[src/gcm_pkg.sv]
// shared types and constants for the greedy corner match block
package gcm_pkg;
	localparam int ImageSide = 64;
	localparam int CornerSlots = 32;
	localparam int WindowSide = 5;
	localparam int CfgW = 7;

	localparam logic [2:0] MODE_PIX1 = 3'd0;
	localparam logic [2:0] MODE_PIX2 = 3'd1;
	localparam logic [2:0] MODE_CRN1 = 3'd2;
	localparam logic [2:0] MODE_CRN2 = 3'd3;
	localparam logic [2:0] MODE_START = 3'd4;

	localparam logic [1:0] REG_W1 = 2'd0;
	localparam logic [1:0] REG_H1 = 2'd1;
	localparam logic [1:0] REG_W2 = 2'd2;
	localparam logic [1:0] REG_H2 = 2'd3;

	// controller to datapath
	typedef struct packed {
		logic run_clr;   // clear pair count at start
		logic a_set;     // select first corner i
		logic b_set;     // select second corner j
		logic cand_init; // clear best for new first corner
		logic u_clr;     // start used scan
		logic u_step;    // advance used scan
		logic sad_clr;   // clear window sum
		logic sad_step;  // issue one window pixel
		logic cand_eval; // compare candidate score
		logic emit_pair; // load pair into output reg
		logic emit_sum;  // load summary into output reg
	} gcm_cmd_t;

	// datapath to controller
	typedef struct packed {
		logic a_fits;
		logic b_fits;
		logic used_hit;
		logic used_done;
		logic sad_done;
		logic found;
		logic pairs_full;
	} gcm_sts_t;
endpackage

[src/gcm_ctrl.sv]
// controller: load dispatch, match search sequencing and output handshake
module gcm_ctrl #(
	parameter int CORNER_SLOTS = gcm_pkg::CornerSlots,
	parameter int WINDOW_SIDE = gcm_pkg::WindowSide,
	localparam int SW = $clog2(CORNER_SLOTS),
	localparam int NW = $clog2(CORNER_SLOTS + 1)
) (
	input  logic clk,
	input  logic arst_n,
	input  logic in_valid,
	input  logic [2:0] in_mode,
	output logic in_ready,
	output logic ld_en,
	output logic out_valid,
	input  logic out_ready,
	input  logic [NW-1:0] cnt1,
	input  logic [NW-1:0] cnt2,
	output logic [SW-1:0] a_idx,
	output logic [SW-1:0] b_idx,
	output gcm_pkg::gcm_cmd_t cmd,
	input  gcm_pkg::gcm_sts_t sts
);
	import gcm_pkg::*;

	localparam int WIN = WINDOW_SIDE * WINDOW_SIDE;
	localparam int WCW = $clog2(WIN + 1);

	typedef enum logic [9:0] {
		S_IDLE  = 10'b0000000001,
		S_ASEL  = 10'b0000000010,
		S_ACHK  = 10'b0000000100,
		S_BSEL  = 10'b0000001000,
		S_BCHK  = 10'b0000010000,
		S_USCAN = 10'b0000100000,
		S_SAD   = 10'b0001000000,
		S_EVAL  = 10'b0010000000,
		S_EMIT  = 10'b0100000000,
		S_OUTW  = 10'b1000000000
	} state_t;

	state_t state_q, state_d;
	logic [NW-1:0] i_q, j_q;
	logic [WCW-1:0] iss_q;
	logic ov_q;
	logic acc;

	assign in_ready = (state_q == S_IDLE);
	assign acc = in_valid && in_ready;
	assign ld_en = acc;
	assign out_valid = ov_q;
	assign a_idx = i_q[SW-1:0];
	assign b_idx = j_q[SW-1:0];

	always_comb begin
		state_d = state_q;
		cmd = '0;
		case (state_q)
			S_IDLE: begin
				if (acc && in_mode == MODE_START) begin
					cmd.run_clr = 1'b1;
					state_d = S_ASEL;
				end
			end
			S_ASEL: begin
				if (i_q < cnt1) begin
					cmd.a_set = 1'b1;
					cmd.cand_init = 1'b1;
					state_d = S_ACHK;
				end else if (!ov_q || out_ready) begin
					cmd.emit_sum = 1'b1;
					state_d = S_OUTW;
				end
			end
			S_ACHK: state_d = sts.a_fits ? S_BSEL : S_EMIT;
			S_BSEL: begin
				if (j_q < cnt2) begin
					cmd.b_set = 1'b1;
					state_d = S_BCHK;
				end else begin
					state_d = S_EMIT;
				end
			end
			S_BCHK: begin
				cmd.u_clr = 1'b1;
				cmd.sad_clr = 1'b1;
				state_d = sts.b_fits ? S_USCAN : S_BSEL;
			end
			S_USCAN: begin
				cmd.u_step = 1'b1;
				if (sts.used_hit) state_d = S_BSEL;
				else if (sts.used_done) state_d = S_SAD;
			end
			S_SAD: begin
				cmd.sad_step = (iss_q < WCW'(WIN));
				if (sts.sad_done) state_d = S_EVAL;
			end
			S_EVAL: begin
				cmd.cand_eval = 1'b1;
				state_d = S_BSEL;
			end
			S_EMIT: begin
				if (!sts.found || sts.pairs_full) state_d = S_ASEL;
				else if (!ov_q || out_ready) begin
					cmd.emit_pair = 1'b1;
					state_d = S_ASEL;
				end
			end
			S_OUTW: if (!ov_q || out_ready) state_d = S_IDLE;
			default: state_d = S_IDLE;
		endcase
	end

	always_ff @(posedge clk or negedge arst_n) begin
		if (!arst_n) begin
			state_q <= S_IDLE;
			i_q <= '0;
			j_q <= '0;
			iss_q <= '0;
			ov_q <= 1'b0;
		end else begin
			state_q <= state_d;
			if (cmd.run_clr) i_q <= '0;
			else if ((state_q == S_EMIT) && (state_d == S_ASEL)) i_q <= i_q + 1'b1;
			if (cmd.a_set) j_q <= '0;
			else if (cmd.b_set) j_q <= j_q + 1'b1;
			if (cmd.sad_clr) iss_q <= '0;
			else if (cmd.sad_step) iss_q <= iss_q + 1'b1;
			if (cmd.emit_pair || cmd.emit_sum) ov_q <= 1'b1;
			else if (out_ready) ov_q <= 1'b0;
		end
	end
endmodule

[config.mk]
export PLATFORM = sky130hd
export DESIGN_NAME = gcm_ctrl
export DESIGN_NICKNAME = d
export VERILOG_FILES = /design/src/gcm_pkg.sv /design/src/gcm_ctrl.sv
export SDC_FILE = /design/constraint.sdc
export NUM_CORES = 1
export LEC_CHECK = 0
export BUFFER_PORTS_ARGS = -buffer_cell sky130_fd_sc_hd__buf_2
export CAP_MARGIN = 30
export CORE_UTILIZATION = 30
export CTS_BUF_LIST = sky130_fd_sc_hd__clkbuf_8
export DETAILED_ROUTE_END_ITERATION = 16
export GPL_TIMING_DRIVEN = 0
export HOLD_SLACK_MARGIN = 0.03
export PLACE_DENSITY = 0.59
export SKIP_CTS_REPAIR_TIMING = 1
export SYNTH_ARGS = -nofsm -noshare
export SYNTH_HDL_FRONTEND = slang
export SYNTH_SLANG_ARGS = --single-unit
export TNS_END_PERCENT = 30
[constraint.sdc]
create_clock -name clk -period 4.37 [get_ports clk]
set_clock_uncertainty 0.2 [all_clocks]
set_input_delay 0.437 -clock clk [delete_from_list [all_inputs] [get_ports clk]]
set_output_delay 0.437 -clock clk [all_outputs]
set_load 0.01 [all_outputs]
* Word level (Yosys, flattened, before mapping)
Cells that the tools add are included.
Storage, ports and cells: register bits after elaboration 28, input bits 26, output and inout bits 24, word-level logic and storage cells 71
Operators by class: $add $sub $neg 3, magnitude comparators 3, eq/ne operators 12, muxes and demuxes 36, reductions and logical operators 12
Operators by type and width (count):
- $pmux W10 S10 | 1
- $mux W10 | 9
- $mux W6 | 5
- $eq A10 B2 Y1 const B | 2
- $mux W9 | 2
- $mux W1 | 17
- $add A6 B1 Y6 const B | 2
- $lt A6 B6 Y1 | 2
- $eq A10 B1 Y1 const B | 1
- $eq A10 B10 Y1 const B | 1
- $eq A10 B3 Y1 const B | 1
- $eq A10 B4 Y1 const B | 1
- $eq A10 B5 Y1 const B | 1
- $eq A10 B6 Y1 const B | 1
- $eq A10 B7 Y1 const B | 1
- $eq A10 B8 Y1 const B | 1
- $eq A10 B9 Y1 const B | 1
- $mux W5 | 2
- $reduce_bool A2 Y1 | 4
- $add A5 B1 Y5 const B | 1
- $lt A5 B5 Y1 const B | 1
- $eq A3 B3 Y1 const B | 1
- $logic_and A1 B1 Y1 | 3
- $logic_or A1 B1 Y1 | 3
- $logic_not A1 Y1 | 2

* Logic depth before layout (Yosys ltp)
word-level depth 9, depth in mapped cells 8, gate-level depth less buffers 7

* Worst setup path after synthesis
No wires, ideal clock.
kind reg2out, start point register state_q[3], end point output port cmd[6] in the netlist's numbering, arrival time 2.233 ns, data required time 3.733 ns, setup slack 1.500 ns, cell stages (with the launch flop) 6, path buffers 2, cells stage by stage dfrtp_1 -> bufbuf_16 -> nor3_1 -> nand3_1 -> nor4b_1 -> buf_4
RTL lines:
- start, declared | RTL line gcm_ctrl.sv:41 | state_t state_q, state_d;
- start signal, assigned | RTL line gcm_ctrl.sv:121 | state_q <= state_d;
- end, declared | RTL line gcm_ctrl.sv:20 | output gcm_pkg::gcm_cmd_t cmd,

==> metrics.txt <==
Cell Chain, Critical Path bufbuf_16 -> nor3_1 -> nand3_1 -> nor4b_1 -> buf_2 -> buf_4 -> buf_2; cell family with most CP delay simple AND/OR/NAND/NOR gates; grt ovf 0; number of flops mapped to enable cells by yosys 0; Die Area 0.00749 sq mm; Worst-path clk slew 0.10 ns; post-placement setup slack 1.47 ns; Final Util 0.376; # fillers 772; pin count of the biggest net entering global routing 29; PortBufs 49; setup TNS 0 ns; Post-Syn Nets 279; synthesized instance count 240; CP arrival 2.55 ns; largest cells by area after synthesis dfrtp_1 (32%), ha_1 (7.6%), nor2_1 (5.6%); worst slew pin tran 0.837 ns; global-route wire length before repair 8140 um; Post-Syn Area 0.00214 sq mm; Root Buffer clkbuf_8; reg2reg path depth 8; slowest CP cell nor4b_1; Worst Setup Start Kind flip-flop; mean number of vias per cell 4.77; Initial Utilization 0.314; DIE HEIGHT 86.5 um; setup ws final 1.18 ns; Synth top area share 0.315; fin crit share 0.729; Cell Rows 30; CTS H-tree lvls 1; WP buf/inv 4; drt wl/cell 12.2 um; hpwl dp 3610 um; core area 0.00683 sq mm; most frequent CP cell buf_2; Synth area leader dfrtp_1; asr flop ratio synth 1.00; Area Growth Syn to Fin 19.8%; GPL Wtd Cong 0.773; Max FO, Critical Path 9; WP data required 3.73 ns; violated checks negative hold slack; FF-to-FF Start state_q[8]; initial antenna violation count 0; Post-synth top flop dfrtp_1; Leak 1.33 nW; DRC violations left 0; DRT Pass-1 Iters 4; Yosys reg bits 28; Crit. End Element output port; total track usage 0.136; slew margin rel. 0.438; clock tree sinks 28; Post-Route WL 4750 um; R2R Setup Slk 1.85 ns; Routed Antenna Nets 0; unrepaired setup endpoints after global routing no; Syn Area/Cell 8.93 sq um; Hold Path Class in2async; later-pin clock latency in the skew report 0.28 ns; worst r2r dst j_q[4]; Setup violations, final 0; Syn. warnings 0; IO Count 50; clock tree buffer depth 2; Final nets 334; post-synthesis cell type count 54; hold_ws -0.0216 ns; CTS tree done; total vias in the final route 1,859; minimum clock period 3.19 ns; DR iter-0 viols 109; share of layout cells above drive strength 1 0.306; cell area power density 268 mW/mm^2; maximum vdd drop 0.112 mV; status finished with violations; CTS Buf Count 3; Die W 86.5 um; CP peak stage delay 0.53 ns; final hold vios 14; Seq/Total Area, Yosys 0.327; Slew Viols, Final 0; vias in the first global route 1,779; Fmax 314 MHz; CP Class reg2out; ant diodes 0; Max-Cap Viols 0
-- cell usage in the layout (no fill, tap or decap), types with 4 or more instances in the layout --
cell	netlist	layout
buf_2	0	50
nand4_1	6	6
nor2_1	32	32
o21ai_0	8	8
buf_4	13	13
ha_1	13	13
nand2b_1	5	5
a21oi_1	14	14
nand3_1	4	4
xor2_1	8	8
or3_1	4	4
nand2_1	14	14
buf_6	4	4
clkbuf_8	2	6
nor3_1	7	7
dfrtp_1	27	27
inv_1	17	17
-- synthesized netlist by cell type (4+ instances only) --
cell and instances:
nand4_1 6, nand3_1 4, o21ai_0 8, nand2_1 14, buf_4 13, buf_6 4, nor3_1 7, nor2_1 32
nand2b_1 5, or3_1 4, ha_1 13, xor2_1 8, inv_1 17, a21oi_1 14, dfrtp_1 27
-- worst max-delay path by stage --
stage | from | endpoint | cells after the start
after CTS | state_q[3] | cmd[6] | 7
final | state_q[3] | cmd[6] | 7
after global routing | state_q[3] | cmd[6] | 7
after detailed placement | state_q[3] | cmd[6] | 7
after global placement | state_q[3] | cmd[6] | 6
after floorplan | state_q[3] | cmd[6] | 5
-- power by group --
part,leakage (nW),switching [W],internal [W],total (W)
Combinational,0.915,0.000136,0.000106,0.000242
Clock,0.0288,0.0000844,0.0000808,0.000165
Sequential,0.387,0.00000777,0.000274,0.000282
-- state kept, by name, indices dropped and copies added (netlist names) --
name,cells
state_q,10
i_q,6
j_q,6
iss_q,5
out_valid,1
-- logic make-up after synthesis --
family | after synthesis | share of synthesized area
simple gates | 99 | 0.260
compound gates | 45 | 0.145
buf+inv | 41 | 0.132
flops | 28 | 0.327
fa+ha+maj | 13 | 0.0759
xor+xnor | 11 | 0.0450
mux | 3 | 0.0146
-- final cells by class --
cell class                 count  area, sq um  share of cell area
timing repair buffer          50          250              0.0974
multi-input combinational    171         1160               0.451
buffer                        24          219              0.0852
clock buffer                   4         55.1              0.0214
tap                           96          120              0.0468
inverter                      17         63.8              0.0248
sequential                    28          702               0.273
-- metal layers --
metal,part of all wire,up-vias,track usage
li1,-,947,-
met1,0.47,871,0.186
met2,0.48,39,0.219
met3,0.045,2,0.0238
met4,0.0057,0,0.0379
met5,0,-,0
-- stage by stage --
step                      power [W]  std cells  instance area [sq um]
after global placement     0.000526        385                   2510
after detailed placement   0.000528        386                   2510
final                      0.000689        390                   2570
after global routing       0.000738        390                   2570
after floorplan            0.000461        240                   2140
after CTS                  0.000702        390                   2570
No activity file was read; power rests on OpenSTA's default activity.
